<file path="config.mk">
export PLATFORM = sky130hd
export DESIGN_NAME = two_line_assembly_schedule_dp
export DESIGN_NICKNAME = d
export VERILOG_FILES = /design/src/sv/tla_pkg.sv /design/src/sv/tla_fifo.sv /design/src/sv/tla_front.sv /design/src/sv/tla_back.sv /design/src/sv/two_line_assembly_schedule_dp.sv
export SDC_FILE = /design/constraint.sdc
export NUM_CORES = 1
export LEC_CHECK = 0
export ABC_CLOCK_PERIOD_IN_PS = 16600
export BUFFER_PORTS_ARGS = -buffer_cell sky130_fd_sc_hd__buf_4
export CAP_MARGIN = 20
export CORE_MARGIN = 5
export CORE_UTILIZATION = 35
export DETAILED_ROUTE_END_ITERATION = 12
export GPL_TIMING_DRIVEN = 0
export PLACE_DENSITY = 0.63
export SLEW_MARGIN = 30
export SYNTH_ARGS = -nofsm -noshare
export SYNTH_HDL_FRONTEND = slang
export SYNTH_SLANG_ARGS = --single-unit
</file>
<file path="constraint.sdc">
create_clock -name clk -period 16.6 [get_ports clk]
set_clock_uncertainty 0.2 [all_clocks]
set_input_delay 4.98 -clock clk [delete_from_list [all_inputs] [get_ports clk]]
set_output_delay 4.98 -clock clk [all_outputs]
set_load 0.05 [all_outputs]
</file>
<file path="src/sv/tla_pkg.sv">
// shared types and constants for the two-line assembly schedule datapath
`default_nettype none

package tla_pkg;

    // widths fixed by the port definition
    localparam int FIELD_W = 16;
    localparam int CFG_W   = 16;
    localparam int OUT_W   = 32;
    localparam int IDX_W   = 2;

    // configuration register indexes
    localparam logic [IDX_W-1:0] REG_ENTRY_ZERO = 2'd0;
    localparam logic [IDX_W-1:0] REG_ENTRY_ONE  = 2'd1;
    localparam logic [IDX_W-1:0] REG_EXIT_ZERO  = 2'd2;
    localparam logic [IDX_W-1:0] REG_EXIT_ONE   = 2'd3;

    // configuration register file contents
    typedef struct packed {
        logic [CFG_W-1:0] entry_cost_zero;
        logic [CFG_W-1:0] entry_cost_one;
        logic [CFG_W-1:0] exit_cost_zero;
        logic [CFG_W-1:0] exit_cost_one;
    } cfg_regs_t;

    // one result item as it sits in the output queue
    typedef struct packed {
        logic [OUT_W-1:0] best_cost_zero;
        logic [OUT_W-1:0] best_cost_one;
        logic             pred_for_zero;
        logic             pred_for_one;
        logic [OUT_W-1:0] total_cost;
        logic             exit_line;
        logic             final_res;
    } res_t;

endpackage

`default_nettype wire

</file>
<file path="src/sv/tla_fifo.sv">
// small synchronous queue with full and empty flags
`default_nettype none

module tla_fifo #(
    parameter int WIDTH = 8,
    parameter int DEPTH = 2
) (
    input  wire logic             clk,
    input  wire logic             rst_n,
    input  wire logic             wr_en,
    input  wire logic [WIDTH-1:0] wr_data,
    output logic                  full,
    input  wire logic             rd_en,
    output logic [WIDTH-1:0]      rd_data,
    output logic                  empty
);

    // depth must be a power of two so the pointers wrap on their own; the module does not check it
    localparam int AW = (DEPTH > 1) ? $clog2(DEPTH) : 1;

    logic [WIDTH-1:0] mem [DEPTH];
    logic [AW-1:0]    wptr_reg;
    logic [AW-1:0]    wptr_next;
    logic [AW-1:0]    rptr_reg;
    logic [AW-1:0]    rptr_next;
    logic [AW:0]      count_reg;
    logic [AW:0]      count_next;
    logic             do_wr;
    logic             do_rd;

    assign full    = (count_reg == (AW+1)'(DEPTH));
    assign empty   = (count_reg == '0);
    assign do_wr   = wr_en && !full;
    assign do_rd   = rd_en && !empty;
    assign rd_data = mem[rptr_reg];

    // pointer and fill count update
    always_comb
    begin
        wptr_next  = do_wr ? wptr_reg + 1'b1 : wptr_reg;
        rptr_next  = do_rd ? rptr_reg + 1'b1 : rptr_reg;
        count_next = count_reg;
        if (do_wr && !do_rd)
        begin
            count_next = count_reg + 1'b1;
        end
        else if (do_rd && !do_wr)
        begin
            count_next = count_reg - 1'b1;
        end
    end

    always_ff @(posedge clk or negedge rst_n)
    begin
        if (!rst_n)
        begin
            wptr_reg  <= '0;
            rptr_reg  <= '0;
            count_reg <= '0;
        end
        else
        begin
            wptr_reg  <= wptr_next;
            rptr_reg  <= rptr_next;
            count_reg <= count_next;
        end
    end

    // storage write
    always_ff @(posedge clk)
    begin
        if (do_wr)
        begin
            mem[wptr_reg] <= wr_data;
        end
    end

endmodule

`default_nettype wire

</file>
<file path="src/sv/tla_front.sv">
// front end: marks sequence start and pre-adds station times to entry and transfer costs
`default_nettype none

module tla_front #(
    parameter int COST_BITS = 16,
    parameter int MID_W     = 70
) (
    input  wire logic                          clk,
    input  wire logic                          rst_n,
    input  wire tla_pkg::cfg_regs_t            cfg,
    input  wire logic                          item_xfer,
    input  wire logic [tla_pkg::FIELD_W-1:0]   work_time_zero,
    input  wire logic [tla_pkg::FIELD_W-1:0]   work_time_one,
    input  wire logic [tla_pkg::FIELD_W-1:0]   move_cost_from_zero,
    input  wire logic [tla_pkg::FIELD_W-1:0]   move_cost_from_one,
    input  wire logic                          last_station,
    output logic [MID_W-1:0]                   mid_data
);

    import tla_pkg::*;

    // costs are taken as their low CW bits, the smaller of COST_BITS and FIELD_W
    localparam int CW = (COST_BITS < FIELD_W) ? COST_BITS : FIELD_W;

    logic          first_reg;
    logic          first_next;
    logic [CW-1:0] w0;
    logic [CW-1:0] w1;
    logic [CW-1:0] m0;
    logic [CW-1:0] m1;
    logic [CW-1:0] en0;
    logic [CW-1:0] en1;
    logic [CW:0]   stay_add0;
    logic [CW:0]   stay_add1;
    logic [CW:0]   move_add0;
    logic [CW:0]   move_add1;

    assign w0  = work_time_zero[CW-1:0];
    assign w1  = work_time_one[CW-1:0];
    assign m0  = move_cost_from_zero[CW-1:0];
    assign m1  = move_cost_from_one[CW-1:0];
    assign en0 = cfg.entry_cost_zero[CW-1:0];
    assign en1 = cfg.entry_cost_one[CW-1:0];

    // first station adds entry cost, later stations add nothing extra to the stay path
    always_comb
    begin
        if (first_reg)
        begin
            stay_add0 = {1'b0, w0} + {1'b0, en0};
            stay_add1 = {1'b0, w1} + {1'b0, en1};
        end
        else
        begin
            stay_add0 = {1'b0, w0};
            stay_add1 = {1'b0, w1};
        end
        move_add0 = {1'b0, m1} + {1'b0, w0};
        move_add1 = {1'b0, m0} + {1'b0, w1};
    end

    assign mid_data = {first_reg, last_station, stay_add0, move_add0, stay_add1, move_add1};

    // next item starts a new sequence after a last station
    assign first_next = item_xfer ? last_station : first_reg;

    always_ff @(posedge clk or negedge rst_n)
    begin
        if (!rst_n)
        begin
            first_reg <= 1'b1;
        end
        else
        begin
            first_reg <= first_next;
        end
    end

endmodule

`default_nettype wire

</file>
<file path="src/sv/tla_back.sv">
// back end: add-compare-select per line, running costs and exit selection
`default_nettype none

module tla_back #(
    parameter int COST_BITS = 16,
    parameter int SUM_BITS  = 32,
    parameter int MID_W     = 70
) (
    input  wire logic               clk,
    input  wire logic               rst_n,
    input  wire tla_pkg::cfg_regs_t cfg,
    input  wire logic [MID_W-1:0]   mid_data,
    input  wire logic               mid_empty,
    output logic                    mid_pop,
    input  wire logic               res_full,
    output logic                    res_push,
    output tla_pkg::res_t           res_data
);

    import tla_pkg::*;

    localparam int CW    = (COST_BITS < FIELD_W) ? COST_BITS : FIELD_W;
    localparam int ADD_W = ((SUM_BITS > CW + 1) ? SUM_BITS : CW + 1) + 1;
    localparam int RW    = (SUM_BITS > OUT_W) ? SUM_BITS : OUT_W;
    localparam logic [ADD_W-1:0] SUM_MAX = ADD_W'({SUM_BITS{1'b1}});
    localparam logic [RW-1:0]    OUT_MAX = RW'({OUT_W{1'b1}});

    // saturating add of a running cost and a cost term
    function automatic logic [SUM_BITS-1:0] sat_add(input logic [SUM_BITS-1:0] a,
                                                    input logic [CW:0] b);
        logic [ADD_W-1:0] s;
        s = ADD_W'(a) + ADD_W'(b);
        if (s > SUM_MAX)
        begin
            s = SUM_MAX;
        end
        return s[SUM_BITS-1:0];
    endfunction

    // clamp to the reported width
    function automatic logic [OUT_W-1:0] report(input logic [SUM_BITS-1:0] v);
        logic [RW-1:0] vx;
        vx = RW'(v);
        if (vx > OUT_MAX)
        begin
            vx = OUT_MAX;
        end
        return vx[OUT_W-1:0];
    endfunction

    logic [SUM_BITS-1:0] run0_reg;
    logic [SUM_BITS-1:0] run0_next;
    logic [SUM_BITS-1:0] run1_reg;
    logic [SUM_BITS-1:0] run1_next;
    logic                is_first;
    logic                is_last;
    logic [CW:0]         stay_add0;
    logic [CW:0]         move_add0;
    logic [CW:0]         stay_add1;
    logic [CW:0]         move_add1;
    logic [SUM_BITS-1:0] base0;
    logic [SUM_BITS-1:0] base1;
    logic [SUM_BITS-1:0] stay0;
    logic [SUM_BITS-1:0] move0;
    logic [SUM_BITS-1:0] stay1;
    logic [SUM_BITS-1:0] move1;
    logic [SUM_BITS-1:0] c0;
    logic [SUM_BITS-1:0] c1;
    logic                p0;
    logic                p1;
    logic [SUM_BITS-1:0] e0;
    logic [SUM_BITS-1:0] e1;
    logic [SUM_BITS-1:0] total;
    logic                xline;
    logic                step;

    assign {is_first, is_last, stay_add0, move_add0, stay_add1, move_add1} = mid_data;

    // one station per cycle when a station waits and the result queue has room
    assign step     = !mid_empty && !res_full;
    assign mid_pop  = step;
    assign res_push = step;

    // add-compare-select, staying wins ties
    always_comb
    begin
        base0 = is_first ? '0 : run0_reg;
        base1 = is_first ? '0 : run1_reg;
        stay0 = sat_add(base0, stay_add0);
        stay1 = sat_add(base1, stay_add1);
        move0 = sat_add(run1_reg, move_add0);
        move1 = sat_add(run0_reg, move_add1);
        if (is_first || stay0 <= move0)
        begin
            c0 = stay0;
            p0 = 1'b0;
        end
        else
        begin
            c0 = move0;
            p0 = 1'b1;
        end
        if (is_first || stay1 <= move1)
        begin
            c1 = stay1;
            p1 = 1'b1;
        end
        else
        begin
            c1 = move1;
            p1 = 1'b0;
        end
    end

    // exit costs on the last station, line zero wins ties
    always_comb
    begin
        e0    = sat_add(c0, {1'b0, cfg.exit_cost_zero[CW-1:0]});
        e1    = sat_add(c1, {1'b0, cfg.exit_cost_one[CW-1:0]});
        total = '0;
        xline = 1'b0;
        if (is_last)
        begin
            if (e0 <= e1)
            begin
                total = e0;
            end
            else
            begin
                total = e1;
                xline = 1'b1;
            end
        end
    end

    always_comb
    begin
        res_data.best_cost_zero = report(c0);
        res_data.best_cost_one  = report(c1);
        res_data.pred_for_zero  = p0;
        res_data.pred_for_one   = p1;
        res_data.total_cost     = report(total);
        res_data.exit_line      = xline;
        res_data.final_res      = is_last;
    end

    // running costs
    assign run0_next = step ? c0 : run0_reg;
    assign run1_next = step ? c1 : run1_reg;

    always_ff @(posedge clk or negedge rst_n)
    begin
        if (!rst_n)
        begin
            run0_reg <= '0;
            run1_reg <= '0;
        end
        else
        begin
            run0_reg <= run0_next;
            run1_reg <= run1_next;
        end
    end

endmodule

`default_nettype wire

</file>
<file path="src/sv/two_line_assembly_schedule_dp.sv">
// top level of the two-line assembly schedule datapath
//
//  channel   handshake         payload
//  -------   ---------------   -------------------------------------------------
//  station   push / full       work_time_*, move_cost_from_*, last_station
//  result    pop / empty       best_cost_*, pred_for_*, total_cost, exit_line,
//                              final_res
//  config    cfg_wr_en         cfg_index, cfg_data
//
//  One station per clock is sustained while the result side does not stall;
//  a result shows on the ports once the station queue has held its station
//  and the back end has written the result queue. The back end computes
//  both lines' add-compare-select and the exit choice combinationally. full
//  rises when the two-entry station queue holds two stations, which happens
//  only while the result side stalls. Reset empties both queues, clears the
//  config registers and makes the next station a sequence start.
`default_nettype none

module two_line_assembly_schedule_dp #(
    parameter int COST_BITS = 16,
    parameter int SUM_BITS  = 32
) (
    input  wire logic                          clk,
    input  wire logic                          rst_n,
    input  wire logic                          push,
    output logic                               full,
    input  wire logic [tla_pkg::FIELD_W-1:0]   work_time_zero,
    input  wire logic [tla_pkg::FIELD_W-1:0]   work_time_one,
    input  wire logic [tla_pkg::FIELD_W-1:0]   move_cost_from_zero,
    input  wire logic [tla_pkg::FIELD_W-1:0]   move_cost_from_one,
    input  wire logic                          last_station,
    input  wire logic                          pop,
    output logic                               empty,
    output logic [tla_pkg::OUT_W-1:0]          best_cost_zero,
    output logic [tla_pkg::OUT_W-1:0]          best_cost_one,
    output logic                               pred_for_zero,
    output logic                               pred_for_one,
    output logic [tla_pkg::OUT_W-1:0]          total_cost,
    output logic                               exit_line,
    output logic                               final_res,
    input  wire logic                          cfg_wr_en,
    input  wire logic [tla_pkg::IDX_W-1:0]     cfg_index,
    input  wire logic [tla_pkg::CFG_W-1:0]     cfg_data
);

    import tla_pkg::*;

    localparam int CW    = (COST_BITS < FIELD_W) ? COST_BITS : FIELD_W;
    localparam int MID_W = 2 + 4 * (CW + 1);
    localparam int RES_W = $bits(res_t);

    cfg_regs_t        cfg_reg;
    cfg_regs_t        cfg_next;
    logic             in_xfer;
    logic [MID_W-1:0] front_data;
    logic [MID_W-1:0] mid_data;
    logic             mid_empty;
    logic             mid_pop;
    logic             res_full;
    logic             res_push;
    res_t             res_in;
    logic [RES_W-1:0] res_out;
    res_t             res_head;

    assign in_xfer = push && !full;

    // configuration register writes
    always_comb
    begin
        cfg_next = cfg_reg;
        if (cfg_wr_en)
        begin
            unique case (cfg_index)
                REG_ENTRY_ZERO: cfg_next.entry_cost_zero = cfg_data;
                REG_ENTRY_ONE:  cfg_next.entry_cost_one  = cfg_data;
                REG_EXIT_ZERO:  cfg_next.exit_cost_zero  = cfg_data;
                REG_EXIT_ONE:   cfg_next.exit_cost_one   = cfg_data;
                default:        cfg_next = cfg_reg;
            endcase
        end
    end

    always_ff @(posedge clk or negedge rst_n)
    begin
        if (!rst_n)
        begin
            cfg_reg <= '0;
        end
        else
        begin
            cfg_reg <= cfg_next;
        end
    end

    // front end
    tla_front #(
        .COST_BITS (COST_BITS),
        .MID_W     (MID_W)
    ) u_front (
        .clk                 (clk),
        .rst_n               (rst_n),
        .cfg                 (cfg_reg),
        .item_xfer           (in_xfer),
        .work_time_zero      (work_time_zero),
        .work_time_one       (work_time_one),
        .move_cost_from_zero (move_cost_from_zero),
        .move_cost_from_one  (move_cost_from_one),
        .last_station        (last_station),
        .mid_data            (front_data)
    );

    // station queue between front and back
    tla_fifo #(
        .WIDTH (MID_W),
        .DEPTH (2)
    ) u_mid_q (
        .clk     (clk),
        .rst_n   (rst_n),
        .wr_en   (push),
        .wr_data (front_data),
        .full    (full),
        .rd_en   (mid_pop),
        .rd_data (mid_data),
        .empty   (mid_empty)
    );

    // back end
    tla_back #(
        .COST_BITS (COST_BITS),
        .SUM_BITS  (SUM_BITS),
        .MID_W     (MID_W)
    ) u_back (
        .clk       (clk),
        .rst_n     (rst_n),
        .cfg       (cfg_reg),
        .mid_data  (mid_data),
        .mid_empty (mid_empty),
        .mid_pop   (mid_pop),
        .res_full  (res_full),
        .res_push  (res_push),
        .res_data  (res_in)
    );

    // result queue
    tla_fifo #(
        .WIDTH (RES_W),
        .DEPTH (2)
    ) u_res_q (
        .clk     (clk),
        .rst_n   (rst_n),
        .wr_en   (res_push),
        .wr_data (res_in),
        .full    (res_full),
        .rd_en   (pop),
        .rd_data (res_out),
        .empty   (empty)
    );

    assign res_head       = res_t'(res_out);
    assign best_cost_zero = res_head.best_cost_zero;
    assign best_cost_one  = res_head.best_cost_one;
    assign pred_for_zero  = res_head.pred_for_zero;
    assign pred_for_one   = res_head.pred_for_one;
    assign total_cost     = res_head.total_cost;
    assign exit_line      = res_head.exit_line;
    assign final_res      = res_head.final_res;

endmodule

`default_nettype wire
</file>
==> metrics.csv, run 1 <==
metric,value,unit
status,finished clean,
first-pass detailed-route iteration total,5,
top cell type's share of synthesized area,0.3165,
core box area,91520,um2
first-pass GRT wire length,155600,um
via count,25096,
"Top FF cell, synth",edfxtp_1,
Detailed Route WL,105400,um
critical-path maximum fanout,19,
Rows,111,
vias in the first global route,24934,
max incr delay on CP,750,ps
"area leader, netlist",edfxtp_1,
DP Worst Slack,-878.5,ps
"top cells by area, synth","edfxtp_1 32%, mux2_2 11%, dfrtp_1 11%, ha_1 10%, xnor2_1 2.9%",
cell area after synthesis,32250,um2
initial antenna violation count,2,
DRC viols,0,
fin crit share,0.9590,
Post-Layout Cell Count,4518,
cell area after layout,37400,um2
Area Overhead vs Synth,15.97,%
Fin. Hold Viols,0,
Max transition margin,0.2869,
RSZ-0062 raised after global routing,false,
average cell area after synthesis,10.66,um2
setup repair bufs after CTS,0,
CP Launch Type,register,
ys async rst share,0.2872,
deepest clock path buffer count,3,
#FFs+latches synth,477,
syn_nets,3385,
GRT Util Overall,0.2083,
internal reg-to-reg setup slack,680,ps
arrival time at the worst endpoint,16040,ps
post-layout min period,15920,ps
final setup fails,0,
Final Max Tran Viols,0,
Die Ht,313.6,um
Final Wtd Congestion,0.9413,
final net count,3643,
port bufs,189,
starting density of the core,0.3524,
pin count of the biggest net entering global routing,76,
max reg flops,200,
share of layout cells above drive strength 1,0.2198,
Worst-Margin Slew,1070,ps
Via density,5.555,
worst hold path class,reg -> reg,
YS warnings,0,
Overflow after GRT,0,
H-Tree Depth,2,
CP Class,reg -> reg,
CTS tree,yes,
setup ws final,680.6,ps
Chip Width,313.6,um
top post-synthesis cells by count,"340 x edfxtp_1, 303 x mux2_2, 262 x ha_1",
post-placement cell area,35560,um2
fillers,8898,
IO Count,190,
Placed Cells incl. Taps,4414,
CP endpoint kind,register,
proportion of synthesized chip area in sequential cells,0.4229,
most numerous cell in the Yosys netlist,edfxtp_1,
CTS Sinks,477,
critical path data required time,16730,ps
highest clock rate,0.06282,GHz
register clock-pin slew on the reported worst setup and hold paths,60,ps
clk_lat worst skew,620,ps
die area,98330,um2
Crit-path slowest cell,o311ai_0,
post-route ant nets,0,
CTS root buffer,clkbuf_16,
Initial DRC Count,1852,
synthesized instance count,3025,
setup tns final,0,ps
CTS buffer count,55,
number of synthesized flops with an enable pin,340,
maxcap violations,0,
"Distinct cells, synth",109,
hpwl dp,84900,um
Avg WL per Cell,23.32,um
## timing repair
| action | 4_1_cts | 5_1_grt |
|---|---|---|
| endpoints found under the setup margin | 66 | 66 |
| pin swaps | 0 | 0 |
| gates resized for setup | 3 | 16 |
| hold buffers | 0 | 0 |
| hold endpoints to repair | 0 | 0 |
## critical path, delay by kind of cell (launching register included)
kind	cells	cell delay, ps
flip-flops	1	310
AND/OR/NAND/NOR	10	1530
multiplexers	1	330
AO/OA/AOI/OAI	26	7180
adder cells (fa/ha/maj)	5	1590
buffers and inverters	13	4460
## per-layer routing
metal  GRT usage  wire length [um]
met1      0.2851             46740
met2      0.3482             49160
met3     0.02492              5942
met4     0.06316              3526
met5           0                 0
## through the flow
step	util	hold slack (ps)
4_1_cts	0.4084	300.8
6_report	0.4087	302.7
2_1_floorplan	-	260.3
3_5_place_dp	0.3885	291.4
3_3_place_gp	0.3841	274.1
5_1_grt	0.4086	317.5
## path summary, 6_finish.rpt
| check | from | end | cells after the start |
|---|---|---|---|
| hold / removal | u_mid_q.count_reg[1] | u_mid_q.count_reg[1] | 1 |
| setup / recovery | u_mid_q.rptr_reg | u_res_q.mem[0][6] | 55 |
| hold reg to reg | u_mid_q.count_reg[1] | u_mid_q.count_reg[1] | 1 |
| max in group asynchronous | rst_n | u_back.run0_reg[18] | 2 |
| min in group asynchronous | rst_n | cfg_reg[37] | 1 |
| setup reg to reg | u_mid_q.rptr_reg | u_res_q.mem[0][6] | 55 |
## cell families after synthesis
family | Yosys count | synth area share
adder cells (fa/ha/maj) | 272 | 0.1078
AO/OA/AOI/OAI | 682 | 0.1444
multiplexers | 350 | 0.1215
buffers and inverters | 237 | 0.02983
XOR/XNOR | 163 | 0.04426
flip-flops | 477 | 0.4229
AND/OR/NAND/NOR | 844 | 0.1293
## cell type report
cell class	count	area (um2)	share of cell area
clock buffers	72	1523	0.04071
clock inverters	32	284.0	0.007593
repair buffers	203	1768	0.04727
inverters	128	480.5	0.01284
multi-input cells	2311	17730	0.4741
plain buffers	107	486.7	0.01301
flip-flops and latches	477	13640	0.3646
diodes	2	5.005	0.0001338
well taps	1186	1484	0.03967
## cell usage in the layout (no fill, tap or decap), drive strengths merged, types with 25 or more instances in the layout
cell type  instances
edfxtp           340
mux2             305
ha               262
buf              246
nor2             228
nand2            221
a21oi            182
dfrtp            136
clkbuf           136
inv              131
o21ai            130
xnor2            107
nor3              78
a21o              62
xor2              56
and2              55
nand3             54
nand4             50
o21a              46
mux2i             45
a211oi            44
and3              32
o211ai            30
nand2b            26
a31oi             25
Power of run 1 is not shown: default switching activity piles up to over one toggle a cycle in this logic, so the estimate is an artifact.
==> run 2, diff against run 1 <==
Settings changed: ABC_AREA set to 1.
==> metrics.csv, run 2 <==
metric,value,unit,change
"commonest non-fill, non-tap cells in the layout","1842 x nand2_1, 550 x inv_1, 340 x edfxtp_1",,"was 340 x edfxtp_1, 303 x mux2_2, 262 x ha_1"
first-pass detailed-route iteration total,6,,was 5
critical-path maximum fanout,11,,was 19
average cell area after synthesis,7.365,um2,was 10.66 um2
YS warnings,0,,unchanged
highest clock rate,0.07175,GHz,was 0.06282 GHz
critical path data required time,16890,ps,was 16730 ps
via count,32206,,was 25096
Post-Synth Adder-Cell Area,0.09924,,was 0.1078
Max transition margin,0.2807,,was 0.2869
CP Launch Type,register,,unchanged
maxcap violations,0,,unchanged
CP Class,reg -> reg,,unchanged
CTS buffer count,55,,unchanged
die area,106600,um2,was 98330 um2
CP dominant cell by count,nand2_1,,
ys async rst share,0.2872,,unchanged
Post-Synth Simple-Gate Area,0.3198,,was 0.1293
starting density of the core,0.3515,,was 0.3524
#FFs+latches synth,477,,unchanged
Via density,5.051,,was 5.555
Chip Width,326.5,um,was 313.6 um
"top cells by area, synth","edfxtp_1 29%, nand2_1 20%, dfrtp_1 9.7%, ha_1 9.4%, inv_1 5.9%",,"was edfxtp_1 32%, mux2_2 11%, dfrtp_1 11%, ha_1 10%, xnor2_1 2.9%"
CP endpoint kind,register,,unchanged
largest family of logic cells by synthesized area,simple AND/OR/NAND/NOR gates,,was compound AO/OA/AOI/OAI gates
vias in the first global route,29813,,was 24934
setup repair bufs after CTS,0,,unchanged
"commonest non-fill, non-tap cell in the layout",nand2_1,,was edfxtp_1
post-layout min period,13940,ps,was 15920 ps
setup tns final,0,ps,unchanged
Min-Delay Path Depth,2,,was 1
HP Start,cfg_reg[32],,was u_mid_q.count_reg[1]
hpwl dp,107800,um,was 84900 um
cts hold-fix bufs,0,,unchanged
status,finished clean,,unchanged
fin crit share,0.8396,,was 0.9590
register clock-pin slew on the reported worst setup and hold paths,60,ps,about the same
pin count of the biggest net entering global routing,75,,was 76
share of layout cells above drive strength 1,0.09907,,was 0.2198
worst hold path class,reg -> reg,,unchanged
max incr delay on CP,840,ps,was 750 ps
WHS Endpoint,cfg_reg[32],,was u_mid_q.count_reg[1]
CTS Sinks,477,,unchanged
post-route ant nets,0,,unchanged
initial antenna violation count,5,,was 2
"area leader, netlist",edfxtp_1,,unchanged
reg2reg start,u_mid_q.rptr_reg,,unchanged
Final Wtd Congestion,0.9776,,was 0.9413
deepest clock path buffer count,3,,unchanged
Detailed Route WL,130000,um,was 105400 um
Post-Synth XOR/XNOR Area,0.03398,,was 0.04426
compound-gate portion of the synthesized area,0.07964,,was 0.1444
final setup fails,0,,unchanged
synthesized instance count,4759,,was 3025
core box area,99710,um2,was 91520 um2
proportion of synthesized chip area in sequential cells,0.3891,,was 0.4229
H-Tree Depth,2,,unchanged
IO Count,190,,unchanged
syn_nets,5119,,was 3385
Initial DRC Count,3004,,was 1852
number of synthesized flops with an enable pin,340,,unchanged
clk_lat worst skew,640,ps,was 620 ps
Fin. Hold Viols,0,,unchanged
port bufs,189,,unchanged
RSZ-0062 raised after global routing,false,,unchanged
"Top FF cell, synth",edfxtp_1,,unchanged
Crit-path slowest cell,nor4_1,,was o311ai_0
CTS tree,yes,,unchanged
final net count,5390,,was 3643
Worst-Margin Slew,1069,ps,was 1070 ps
Area Overhead vs Synth,15.62,%,was 15.97%
Avg WL per Cell,20.39,um,was 23.32 um
top cell type's share of synthesized area,0.2913,,was 0.3165
Worst Reg-to-Reg Cells,62,,was 55
cell area after synthesis,35050,um2,was 32250 um2
CTS resizes,0,,was 3
arrival time at the worst endpoint,14230,ps,was 16040 ps
post-placement cell area,38660,um2,was 35560 um2
DRC viols,0,,unchanged
max reg flops,200,,unchanged
most numerous cell in the Yosys netlist,nand2_1,,was edfxtp_1
Overflow after GRT,0,,unchanged
CTS root buffer,clkbuf_16,,unchanged
Die Ht,326.5,um,was 313.6 um
top post-synthesis cells by count,"1842 x nand2_1, 550 x inv_1, 340 x edfxtp_1",,"was 340 x edfxtp_1, 303 x mux2_2, 262 x ha_1"
first-pass GRT wire length,190400,um,was 155600 um
cell area after layout,40530,um2,was 37400 um2
Final Max Tran Viols,0,,unchanged
GRT Util Overall,0.2356,,was 0.2083
mux cell area share after synthesis,0,,was 0.1215
Rows,116,,was 111
"Distinct cells, synth",57,,was 109
r2r endpoint,u_res_q.mem[0][19],,was u_res_q.mem[0][6]
internal reg-to-reg setup slack,2660,ps,was 680 ps
-- run 2: cell count changes after synthesis, moves of 58 or more --
cell / previous run / this run
a21o_1: 62 / 4
inv_1: 125 / 550
mux2_2: 303 / 0
nand2_1: 221 / 1842
nand3_1: 53 / 237
nor2_1: 225 / 331
o21ai_0: 122 / 251
-- run 2: worst max path at each step --
stage	cells after the start	to	startpoint	slack (ps)
after global placement	65	u_res_q.mem[0][5]	u_mid_q.rptr_reg	3150
after floorplan	68	u_res_q.mem[0][19]	u_mid_q.rptr_reg	7710
after detailed placement	62	u_res_q.mem[0][19]	u_mid_q.rptr_reg	3230
after CTS	62	u_res_q.mem[0][19]	u_mid_q.rptr_reg	3190
after global routing	62	u_res_q.mem[0][29]	u_mid_q.rptr_reg	1810
final	62	u_res_q.mem[0][19]	u_mid_q.rptr_reg	2660
-- run 2: critical path, delay by kind of cell, from the launching register on --
kind / cells / cell delay [ps]
AO/OA/AOI/OAI: 4 / 1630
AND/OR/NAND/NOR: 37 / 6550
flip-flops: 1 / 370
buffers and inverters: 16 / 3580
adder cells (fa/ha/maj): 5 / 1440
-- run 2: cell families (layout without fill, tap and decap cells) --
family / Yosys count / count (layout)
xor gates and xnor gates: 136 / 136
and+or+nand+nor: 2660 / 2660
buffers and inverters: 686 / 1004
DFF: 477 / 477
other: 0 / 1
AOI/OAI and AO/OA: 528 / 528
adders and majority gates: 272 / 272
-- run 2: area by class of cell --
type                    count  area [um2]
fillers                 10214       59180
inverters                 568        2137
well taps                1298        1624
clock inverters            38       416.7
clock buffers              66        1448
diodes                      1       2.502
repair buffers            214        1947
flip-flops and latches    477       13640
plain buffers             118       604.3
multi-input cells        3596       18710
-- run 2: layer usage --
metal	share of wire	vias to the layer above	global-route usage
met5	0.00016	-	0
met3	0.069	213	0.03234
met2	0.46	1116	0.3873
met4	0.037	4	0.07562
met1	0.44	14940	0.3224
li1	-	15933	-
-- run 2: stage by stage --
step           utilization  setup slack, ps  cells  hold WS, ps
2_1_floorplan            -             7711   4759        257.0
3_3_place_gp        0.3820             3153   6246        273.0
3_5_place_dp        0.3877             3232   6271        280.3
4_1_cts             0.4064             3193   6375        295.4
5_1_grt             0.4064             1814   6375        323.8
6_report            0.4065             2663   6376        292.8
Power of run 2 is left out for the same reason.
==> run 3, diff against run 2 <==
Settings changed: ABC_AREA 1 to 0, ABC_CLOCK_PERIOD_IN_PS 16600 to 12900.
Clock period 16.6 ns to 12.9 ns, I/O delays scaled along.
==> metrics.csv, run 3 (synthesized netlist as in run 1, its figures left out) <==
metric,value,unit,change
post-layout min period,12390,ps,was 13940 ps
die area,98330,um2,was 106600 um2
clk_lat worst skew,610,ps,was 640 ps
reg2reg start,u_mid_q.rptr_reg,,unchanged
CTS Sinks,477,,unchanged
fillers,8828,,was 10214
critical path data required time,13090,ps,was 16890 ps
CTS buffer count,55,,unchanged
vias in the first global route,25085,,was 29813
port bufs,189,,unchanged
Detailed Route WL,106000,um,was 130000 um
deepest clock path buffer count,3,,unchanged
critical-path maximum fanout,19,,was 11
Worst-Margin Slew,1102,ps,was 1069 ps
CP endpoint kind,register,,unchanged
via count,25152,,was 32206
final setup fails,0,,unchanged
CTS tree,yes,,unchanged
Multi-input gate area,18160,um2,was 18710 um2
starting density of the core,0.3524,,was 0.3515
post-route ant nets,0,,unchanged
Crit-path slowest cell,mux2i_1,,was nor4_1
Via density,5.547,,was 5.051
CP Launch Type,register,,unchanged
status,finished clean,,unchanged
GRT Util Overall,0.2092,,was 0.2356
Area Overhead vs Synth,18.13,%,was 15.62%
highest clock rate,0.08072,GHz,was 0.07175 GHz
setup tns final,0,ps,unchanged
Max transition margin,0.2444,,was 0.2807
register clock-pin slew on the reported worst setup and hold paths,60,ps,about the same
hpwl dp,84900,um,was 107800 um
"commonest non-fill, non-tap cells in the layout","340 x edfxtp_1, 303 x mux2_2, 260 x ha_1",,"was 1842 x nand2_1, 550 x inv_1, 340 x edfxtp_1"
max reg flops,200,,unchanged
pin count of the biggest net entering global routing,76,,was 75
CP startpoint,u_mid_q.rptr_reg,,unchanged
Fin. Hold Viols,0,,unchanged
Initial DRC Count,1772,,was 3004
initial antenna violation count,1,,was 5
first-pass detailed-route iteration total,5,,was 6
IO Count,190,,unchanged
maxcap violations,0,,unchanged
worst hold path class,reg -> reg,,unchanged
"commonest non-fill, non-tap cell in the layout",edfxtp_1,,was nand2_1
register area,13640,um2,unchanged
RSZ-0062 raised after global routing,false,,unchanged
Final Max Tran Viols,0,,unchanged
Final Wtd Congestion,0.9413,,was 0.9776
core box area,91520,um2,was 99710 um2
share of layout cells above drive strength 1,0.2499,,was 0.09907
first-pass GRT wire length,156400,um,was 190400 um
DRC viols,0,,unchanged
Overflow after GRT,0,,unchanged
arrival time at the worst endpoint,12580,ps,was 14230 ps
final net count,3658,,was 5390
Rows,111,,was 116
HP Start,u_mid_q.count_reg[1],,was cfg_reg[32]
H-Tree Depth,2,,unchanged
Chip Width,313.6,um,was 326.5 um
CP Class,reg -> reg,,unchanged
Avg WL per Cell,23.39,um,was 20.39 um
max incr delay on CP,810,ps,was 840 ps
fin crit share,0.9603,,was 0.8396
CTS root buffer,clkbuf_16,,unchanged
Die Ht,313.6,um,was 326.5 um
## run 3: cell count changes in the layout (fill, tap and decap cells not counted), moves of 35 or more
| cell | delta |
|---|---|
| nand2_1 | -1622 |
| inv_1 | -426 |
| mux2_2 | +303 |
| nand3_1 | -185 |
| o21ai_0 | -107 |
| nor2_1 | -105 |
| a21o_1 | +58 |
| and2_1 | +50 |
| nand2_2 | -39 |
| nor3_1 | +38 |
| xnor2_1 | +38 |
| a21oi_1 | -37 |
| o21a_1 | +35 |
## run 3: cell type report
cell class,count,share of cell area
multi-input cells,2311,0.4766
clock buffers,72,0.03996
well taps,1186,0.03895
flip-flops and latches,477,0.3580
diodes,3,0.0001970
inverters,128,0.01271
repair buffers,220,0.04975
clock inverters,32,0.007454
plain buffers,105,0.01642
## run 3: per-stage QoR
stage / std cells / cell area (um2) / utilization / setup WS, ps / hold WS [ps]
global route: 4531 / 38090 / 0.4162 / 33.03 / 317.5
finish: 4534 / 38100 / 0.4163 / 512.0 / 293.4
CTS: 4521 / 37800 / 0.4130 / 4.450 / 300.8
detailed placement: 4414 / 35560 / 0.3885 / -4579 / 291.4
floorplan: 3025 / 32250 / - / 933.5 / 260.3
global placement: 4400 / 35160 / 0.3841 / -4859 / 274.1
## run 3: worst paths after layout
check,end,slack [ps],cells past startpoint
setup / recovery,u_res_q.mem[1][26],510,48
hold / removal,u_mid_q.count_reg[1],290,1
setup reg to reg,u_res_q.mem[1][26],510,48
hold reg to reg,u_mid_q.count_reg[1],290,1
max in group asynchronous,cfg_reg[21],8620,2
min in group asynchronous,cfg_reg[37],3040,1
## run 3: timing repair
action / 4_1_cts / 5_1_grt
buffers inserted: 6 / 11
resized for setup: 118 / 56
hold buffers: 0 / 0
pin swaps: 8 / 13
endpoints found under the setup margin: 66 / 66
gates cloned: 0 / 0
## run 3: worst max-delay path: cells and delay by family, from the launching register on
family | cells | cell delay [ps]
simple gates | 9 | 1620
flops | 1 | 330
mux | 2 | 1280
fa+ha+maj | 4 | 1160
buf+inv | 12 | 2640
compound gates | 21 | 4850
## run 3: layer usage
metal / vias up / track usage / part of all wire
met5: - / 0 / 0
met4: 0 / 0.06275 / 0.032
met3: 159 / 0.02452 / 0.054
met2: 725 / 0.3507 / 0.47
met1: 12410 / 0.2859 / 0.44
li1: 11858 / - / -
Power of run 3 is left out for the same reason.
